--- src/hw/rtl/mcr_pkg.sv ---
package mcr_pkg;

    localparam int DEF_MAX_RADIUS = 88;
    localparam int DEF_COORD_BITS = 11;

    localparam int RADIUS_BITS = 7;
    localparam int STEP_BITS   = 7;
    localparam int DEC_BITS    = 9;
    localparam int OUT_BITS    = 12;
    localparam int MAX_STEPS   = 64;
    localparam int CNT_BITS    = $clog2(MAX_STEPS + 1);

    typedef struct packed {
        logic load;
        logic step;
    } mcr_cmd_t;

    typedef struct packed {
        logic last;
    } mcr_sts_t;

endpackage

--- src/hw/rtl/mcr_ctrl.sv ---
module mcr_ctrl
    import mcr_pkg::*;
(
    input  logic     clk,
    input  logic     rst_n,
    input  logic     in_valid,
    output logic     in_stall,
    output logic     out_valid,
    input  logic     out_stall,
    output mcr_cmd_t cmd,
    input  mcr_sts_t sts
);

    localparam logic ST_IDLE = 1'b0;
    localparam logic ST_RUN  = 1'b1;

    logic state_reg;
    logic state_next;
    logic out_valid_reg;
    logic out_valid_next;
    logic emit;

    // a step fires when the output register is empty or being drained
    assign emit = (state_reg == ST_RUN) && (!out_valid_reg || !out_stall);

    assign cmd.load = in_valid && (state_reg == ST_IDLE);
    assign cmd.step = emit;
    assign in_stall = (state_reg != ST_IDLE);
    assign out_valid = out_valid_reg;

    always_comb
    begin
        state_next = state_reg;
        case (state_reg)
            ST_IDLE:
            begin
                if (in_valid)
                begin
                    state_next = ST_RUN;
                end
            end
            ST_RUN:
            begin
                if (emit && sts.last)
                begin
                    state_next = ST_IDLE;
                end
            end
            default:
            begin
                state_next = ST_IDLE;
            end
        endcase
    end

    always_comb
    begin
        if (emit)
        begin
            out_valid_next = 1'b1;
        end
        else if (out_stall)
        begin
            out_valid_next = out_valid_reg;
        end
        else
        begin
            out_valid_next = 1'b0;
        end
    end

    always_ff @(posedge clk or negedge rst_n)
    begin
        if (!rst_n)
        begin
            state_reg     <= ST_IDLE;
            out_valid_reg <= 1'b0;
        end
        else
        begin
            state_reg     <= state_next;
            out_valid_reg <= out_valid_next;
        end
    end

endmodule

--- src/hw/rtl/mcr_datapath.sv ---
module mcr_datapath
    import mcr_pkg::*;
#(
    parameter int MAX_RADIUS = DEF_MAX_RADIUS,
    parameter int COORD_BITS = DEF_COORD_BITS
)
(
    input  logic                          clk,
    input  logic                          rst_n,
    input  mcr_cmd_t                      cmd,
    output mcr_sts_t                      sts,
    input  logic signed [COORD_BITS-1:0]  centre_x,
    input  logic signed [COORD_BITS-1:0]  centre_y,
    input  logic [RADIUS_BITS-1:0]        circle_radius,
    output logic signed [OUT_BITS-1:0]    cx_plus_x,
    output logic signed [OUT_BITS-1:0]    cx_minus_x,
    output logic signed [OUT_BITS-1:0]    cy_plus_y,
    output logic signed [OUT_BITS-1:0]    cy_minus_y,
    output logic signed [OUT_BITS-1:0]    cx_plus_y,
    output logic signed [OUT_BITS-1:0]    cx_minus_y,
    output logic signed [OUT_BITS-1:0]    cy_plus_x,
    output logic signed [OUT_BITS-1:0]    cy_minus_x,
    output logic                          final_step
);

    localparam int SUM_W = (COORD_BITS > OUT_BITS) ? COORD_BITS : OUT_BITS;
    localparam logic [RADIUS_BITS-1:0] RAD_LIM = RADIUS_BITS'(MAX_RADIUS);
    localparam logic [CNT_BITS-1:0]    CNT_LIM = CNT_BITS'(MAX_STEPS);

    logic signed [COORD_BITS-1:0] cx_reg;
    logic signed [COORD_BITS-1:0] cy_reg;
    logic [STEP_BITS-1:0]         x_reg;
    logic [STEP_BITS-1:0]         x_next;
    logic [STEP_BITS-1:0]         y_reg;
    logic [STEP_BITS-1:0]         y_next;
    logic signed [DEC_BITS-1:0]   dec_reg;
    logic signed [DEC_BITS-1:0]   dec_next;
    logic [CNT_BITS-1:0]          cnt_reg;
    logic [CNT_BITS-1:0]          cnt_next;
    logic [RADIUS_BITS-1:0]       rad_sat;

    logic                         dec_neg;
    logic signed [STEP_BITS+1:0]  nx_s;
    logic signed [STEP_BITS+1:0]  ny_s;
    logic signed [STEP_BITS+1:0]  inc_s;
    logic signed [DEC_BITS+1:0]   dec_sum;
    logic                         last;

    logic signed [SUM_W-1:0]      cx_ext;
    logic signed [SUM_W-1:0]      cy_ext;
    logic signed [SUM_W-1:0]      x_ext;
    logic signed [SUM_W-1:0]      y_ext;
    logic signed [SUM_W-1:0]      s_cx_px;
    logic signed [SUM_W-1:0]      s_cx_mx;
    logic signed [SUM_W-1:0]      s_cy_py;
    logic signed [SUM_W-1:0]      s_cy_my;
    logic signed [SUM_W-1:0]      s_cx_py;
    logic signed [SUM_W-1:0]      s_cx_my;
    logic signed [SUM_W-1:0]      s_cy_px;
    logic signed [SUM_W-1:0]      s_cy_mx;

    assign rad_sat = (circle_radius > RAD_LIM) ? RAD_LIM : circle_radius;

    // midpoint update: y drops when the decision is non-negative
    assign dec_neg = dec_reg[DEC_BITS-1];
    assign nx_s    = $signed({2'b00, x_reg}) + $signed((STEP_BITS + 2)'(1));
    assign ny_s    = $signed({2'b00, y_reg}) - $signed({{(STEP_BITS + 1){1'b0}}, ~dec_neg});
    assign inc_s   = dec_neg ? nx_s : (nx_s - ny_s);
    assign dec_sum = $signed((DEC_BITS + 2)'(dec_reg))
                   + $signed({{(DEC_BITS - STEP_BITS - 1){inc_s[STEP_BITS+1]}}, inc_s, 1'b1});
    assign cnt_next = cnt_reg + CNT_BITS'(1);
    assign last     = (nx_s > ny_s) || (cnt_next >= CNT_LIM);
    assign sts.last = last;

    assign x_next   = nx_s[STEP_BITS-1:0];
    assign y_next   = ny_s[STEP_BITS-1:0];
    assign dec_next = dec_sum[DEC_BITS-1:0];

    // coordinates wrap to the output width
    assign cx_ext  = SUM_W'(cx_reg);
    assign cy_ext  = SUM_W'(cy_reg);
    assign x_ext   = $signed(SUM_W'(x_reg));
    assign y_ext   = $signed(SUM_W'(y_reg));
    assign s_cx_px = cx_ext + x_ext;
    assign s_cx_mx = cx_ext - x_ext;
    assign s_cy_py = cy_ext + y_ext;
    assign s_cy_my = cy_ext - y_ext;
    assign s_cx_py = cx_ext + y_ext;
    assign s_cx_my = cx_ext - y_ext;
    assign s_cy_px = cy_ext + x_ext;
    assign s_cy_mx = cy_ext - x_ext;

    always_ff @(posedge clk or negedge rst_n)
    begin
        if (!rst_n)
        begin
            cnt_reg <= '0;
        end
        else if (cmd.load)
        begin
            cnt_reg <= '0;
        end
        else if (cmd.step)
        begin
            cnt_reg <= cnt_next;
        end
    end

    always_ff @(posedge clk)
    begin
        if (cmd.load)
        begin
            cx_reg  <= centre_x;
            cy_reg  <= centre_y;
            x_reg   <= '0;
            y_reg   <= STEP_BITS'(rad_sat);
            dec_reg <= $signed(DEC_BITS'(1)) - $signed({{(DEC_BITS - RADIUS_BITS){1'b0}}, rad_sat});
        end
        else if (cmd.step)
        begin
            x_reg   <= x_next;
            y_reg   <= y_next;
            dec_reg <= dec_next;
        end
    end

    always_ff @(posedge clk)
    begin
        if (cmd.step)
        begin
            cx_plus_x  <= s_cx_px[OUT_BITS-1:0];
            cx_minus_x <= s_cx_mx[OUT_BITS-1:0];
            cy_plus_y  <= s_cy_py[OUT_BITS-1:0];
            cy_minus_y <= s_cy_my[OUT_BITS-1:0];
            cx_plus_y  <= s_cx_py[OUT_BITS-1:0];
            cx_minus_y <= s_cx_my[OUT_BITS-1:0];
            cy_plus_x  <= s_cy_px[OUT_BITS-1:0];
            cy_minus_x <= s_cy_mx[OUT_BITS-1:0];
            final_step <= last;
        end
    end

endmodule

--- src/hw/rtl/midpoint_circle_rasterizer.sv ---
// channel | signals                                   | beat
// --------+-------------------------------------------+---------------------------
// in      | in_valid, in_stall, centre_x/y, radius    | one circle request
// out     | out_valid, out_stall, eight coords, final | one octant step, 1..64/circle
//
// each request is loaded while idle, then one beat per cycle while out_stall is low;
// a circle of radius r gives about r/sqrt(2)+1 beats, at most 64, set by the
// single step unit
// the next request is taken the cycle after the final beat is produced,
// while that beat may still sit in the output register
// reset returns the controller to idle with no beat pending
// out_stall freezes a held beat in the output register and the walk in place
module midpoint_circle_rasterizer
    import mcr_pkg::*;
#(
    parameter int MAX_RADIUS = DEF_MAX_RADIUS,
    parameter int COORD_BITS = DEF_COORD_BITS
)
(
    input  logic                          clk,
    input  logic                          rst_n,
    input  logic                          in_valid,
    output logic                          in_stall,
    input  logic signed [COORD_BITS-1:0]  centre_x,
    input  logic signed [COORD_BITS-1:0]  centre_y,
    input  logic [RADIUS_BITS-1:0]        circle_radius,
    output logic                          out_valid,
    input  logic                          out_stall,
    output logic signed [OUT_BITS-1:0]    cx_plus_x,
    output logic signed [OUT_BITS-1:0]    cx_minus_x,
    output logic signed [OUT_BITS-1:0]    cy_plus_y,
    output logic signed [OUT_BITS-1:0]    cy_minus_y,
    output logic signed [OUT_BITS-1:0]    cx_plus_y,
    output logic signed [OUT_BITS-1:0]    cx_minus_y,
    output logic signed [OUT_BITS-1:0]    cy_plus_x,
    output logic signed [OUT_BITS-1:0]    cy_minus_x,
    output logic                          final_step
);

    mcr_cmd_t cmd;
    mcr_sts_t sts;

    mcr_ctrl u_ctrl (
        .clk       (clk),
        .rst_n     (rst_n),
        .in_valid  (in_valid),
        .in_stall  (in_stall),
        .out_valid (out_valid),
        .out_stall (out_stall),
        .cmd       (cmd),
        .sts       (sts)
    );

    mcr_datapath #(
        .MAX_RADIUS (MAX_RADIUS),
        .COORD_BITS (COORD_BITS)
    ) u_datapath (
        .clk           (clk),
        .rst_n         (rst_n),
        .cmd           (cmd),
        .sts           (sts),
        .centre_x      (centre_x),
        .centre_y      (centre_y),
        .circle_radius (circle_radius),
        .cx_plus_x     (cx_plus_x),
        .cx_minus_x    (cx_minus_x),
        .cy_plus_y     (cy_plus_y),
        .cy_minus_y    (cy_minus_y),
        .cx_plus_y     (cx_plus_y),
        .cx_minus_y    (cx_minus_y),
        .cy_plus_x     (cy_plus_x),
        .cy_minus_x    (cy_minus_x),
        .final_step    (final_step)
    );

    // an accepted request keeps the input closed while its walk runs
    assert property (@(posedge clk) disable iff (!rst_n)
        in_valid && !in_stall |=> in_stall)
        else $error("input open right after a request");

    // a beat that is not the last of its circle implies the walk is busy
    assert property (@(posedge clk) disable iff (!rst_n)
        out_valid && !final_step |-> in_stall)
        else $error("mid-circle beat while idle");

    // a stalled beat stays put
    assert property (@(posedge clk) disable iff (!rst_n)
        out_valid && out_stall |=> out_valid
            && $stable({cx_plus_x, cx_minus_x, cy_plus_y, cy_minus_y})
            && $stable({cx_plus_y, cx_minus_y, cy_plus_x, cy_minus_x, final_step}))
        else $error("stalled beat changed");

endmodule

--- config.mk ---
export PLATFORM = sky130hd
export DESIGN_NAME = midpoint_circle_rasterizer
export DESIGN_NICKNAME = d
export VERILOG_FILES = /design/src/hw/rtl/mcr_pkg.sv /design/src/hw/rtl/mcr_ctrl.sv /design/src/hw/rtl/mcr_datapath.sv /design/src/hw/rtl/midpoint_circle_rasterizer.sv
export SDC_FILE = /design/constraint.sdc
export NUM_CORES = 1
export LEC_CHECK = 0
export BUFFER_PORTS_ARGS = -buffer_cell sky130_fd_sc_hd__buf_2
export CORE_MARGIN = 10
export CORE_UTILIZATION = 52
export DETAILED_ROUTE_END_ITERATION = 12
export GPL_ROUTABILITY_DRIVEN = 0
export PLACE_DENSITY = 0.77
export SKIP_LAST_GASP = 1
export SYNTH_ARGS = -nofsm -noshare
export SYNTH_HDL_FRONTEND = slang
export SYNTH_SLANG_ARGS = --single-unit
export TNS_END_PERCENT = 30
--- constraint.sdc ---
create_clock -name clk -period 4.4 [get_ports clk]
set_clock_uncertainty 0.15 [all_clocks]
set_input_delay 0.44 -clock clk [delete_from_list [all_inputs] [get_ports clk]]
set_output_delay 0.44 -clock clk [all_outputs]
set_load 0.01 [all_outputs]
==> results.toml <==
[status]
status = "complete, no violations"

[timing]
fin_setup_tns_ps = 0
report.final.setup_viol = 0
worstMarginPinSlew_ps = 872
finalCritPeriodShare = 0.931
max_freq_mhz = 244
finalHoldViolCount = 0
relSlewSlack = 0.418
fin_crit_ps = 4100
hold-worst-slack_ps = 35.6
slew_viol_final = 0

[finish]
nFillCells = 1323
nNetsFinal = 1030
area_growth_pct = 18.0
drive_gt1_frac = 0.200
antennaDiodeCount = 0

[critical_path]
cp_data_arrival_time_ps = 4120
critPathKind = "reg -> reg"
cp-start-kind = "register"
critPathCaptureType = "register"
required_ps = 4420
critical_path.max_fanout = 4

[cts]
clkTransAtPathRegs_ps = 60
clockBufferDepth = 2
root_buffer = "clkbuf_16"
clkSinkCount = 147
htree_levels = 4
cts_buffers = 17
cts_tree = "yes"
insertion_delay_ps = 430

[die]
rows = 46
start_util = 0.534
coreArea_mm2 = 0.0159
chipHeight_um = 148
io_pins = 132
dieArea_mm2 = 0.0219
die_w_um = 148

[logic_synthesis]
yosysSeqAreaShare = 0.505
yosysTopAreaCellShare = 0.462
ys_async_sr_fraction = 0.0612
ys_ff_latch = 147
avgSynthCellArea_um2 = 11.0
synth_common_cells = "edfxtp_1, inv_1, ha_1"
synthTopCellsByArea = "edfxtp_1, ha_1, xnor2_1"
yosysMostFrequentCell = "edfxtp_1"
synth_top_area_cell = "edfxtp_1"
synthFlopType = "edfxtp_1"
synth_edf_count = 131
synthesis.nets = 889
syn-cell-area_mm2 = 0.00851
ys_types = 51
ys_warn_count = 0
synthCells = 772

[global_route]
antenna_found_initial = 0
grt_overflow = 0
grt_pass1_wl_um = 31100
grt.busiest_layer = "met2"
grtUsageTotal = 0.178
use_met2 = 0.301
grt_use_met3 = 0.0488
grt_pass1_vias = 6203
grt_use_met1 = 0.215
grt_max_degree = 71

[drt]
firstDrtPassIters = 5
drc = 0
routed_wl_um = 19300
dr_total_vias = 6056
routedWlPerCell_um = 16.9
drtIter0Drc = 398
routed_via_density = 5.31
antenna_left = 0

[place]
place_hpwl_um = 14500
portBuffers = 131

[job]
maxCapViolCount = 0

[power]
ir_drop_mv = 0.486
leakage_uw = 0.00420
power_density_mw_per_mm2 = 818

[min_path]
hp-class = "in -> reg"
-- logic make-up after synthesis --
logic type / count (synthesis) / share of synthesized area
fa+ha+maj: 85 / 0.134
flops: 147 / 0.505
buf+inv: 99 / 0.0454
xor+xnor: 92 / 0.0946
compound gates: 157 / 0.112
mux: 5 / 0.00603
simple gates: 187 / 0.104
-- what timing repair did --
action | in CTS | in global routing
endpoints found under the setup margin | 0 | 1
hold buffers | 1 | 0
gates resized for setup | 0 | 6
hold endpoints to repair | 9 | 0
buffers inserted | 0 | 3
-- critical path, cell delays in order (launching register included) --
cell      delay [ps]
edfxtp_1         400
inv_1             60
ha_1             210
ha_1             340
ha_1             310
a21o_1           200
a221oi_2         270
a211oi_1          80
nor2_1           210
xnor2_1          180
a21oi_1          120
a31oi_2          230
ha_2             260
o21ai_0           90
nand2b_1          80
o41ai_2          100
or3_1            360
mux2i_1          140
a21oi_1           50
-- metrics by stage --
| stage | cell area [um2] | power, uW | utilization | setup WS, ps | cells |
|---|---|---|---|---|---|
| final | 10000 | 8230 | 0.630 | 302 | 1141 |
| after global routing | 10000 | 8890 | 0.630 | -14.6 | 1141 |
| after CTS | 10000 | 8160 | 0.627 | 161 | 1138 |
| after detailed placement | 9400 | 6660 | 0.590 | 199 | 1106 |
| after global placement | 9400 | 6560 | 0.590 | 353 | 1106 |
| after floorplan | 8510 | 5550 | - | 196 | 772 |
-- routing by layer --
| metal | wire length (um) | vias to the layer above |
|---|---|---|
| met4 | 333 | 0 |
| met3 | 1320 | 27 |
| met5 | 0 | - |
| li1 | - | 2969 |
| met2 | 9500 | 191 |
| met1 | 8170 | 2869 |
-- final timing paths --
path / to / slack (ps) / startpoint / depth (start not counted)
worst max-delay path: u_datapath.dec_reg[8] / 300 / u_datapath.y_reg[0] / 18
worst min-delay path: u_datapath.cx_reg[10] / 40 / centre_x[10] / 1
worst max register to register: u_datapath.dec_reg[8] / 300 / u_datapath.y_reg[0] / 18
worst min register to register: u_datapath.cnt_reg[5] / 340 / u_datapath.cnt_reg[5] / 1
max in group asynchronous: u_datapath.cnt_reg[2] / 3680 / rst_n / 2
min in group asynchronous: u_ctrl.in_stall / 240 / rst_n / 2
-- final cells by class --
class	count	area, um2	share of cell area
Clock buffer	18	429	0.0427
Clock inverter	13	158	0.0157
Inverter	80	303	0.0301
Multi-Input combinational cell	526	3860	0.384
Sequential cell	147	4300	0.428
Tap cell	216	270	0.0269
Timing Repair Buffer	141	733	0.0730
-- placed cells by master, fill, tap and decap left out, drive strengths merged, types with 3 or more instances in the layout --
| cell | count |
|---|---|
| a21boi | 3 |
| a21o | 4 |
| a21oi | 48 |
| a31oi | 4 |
| and2 | 3 |
| and3 | 12 |
| buf | 140 |
| bufinv | 3 |
| clkbuf | 18 |
| clkinv | 5 |
| dfrtp | 9 |
| dfxtp | 7 |
| edfxtp | 131 |
| fa | 10 |
| ha | 74 |
| inv | 83 |
| mux2i | 4 |
| nand2 | 43 |
| nand2b | 9 |
| nand3 | 16 |
| nand3b | 3 |
| nor2 | 69 |
| nor2b | 9 |
| nor3 | 10 |
| nor3b | 3 |
| o211ai | 7 |
| o21a | 7 |
| o21ai | 52 |
| o21bai | 17 |
| o31ai | 4 |
| or3 | 4 |
| xnor2 | 62 |
| xor2 | 30 |
-- where the power goes --
| part | leakage, uW | internal [uW] | switching (uW) |
|---|---|---|---|
| sequential | 0.00143 | 2360 | 262 |
| clock | 0.000282 | 887 | 572 |
| combinational | 0.00249 | 1740 | 2410 |
| total | 0.00420 | 4990 | 3240 |
(Power assumes the default switching activity.)
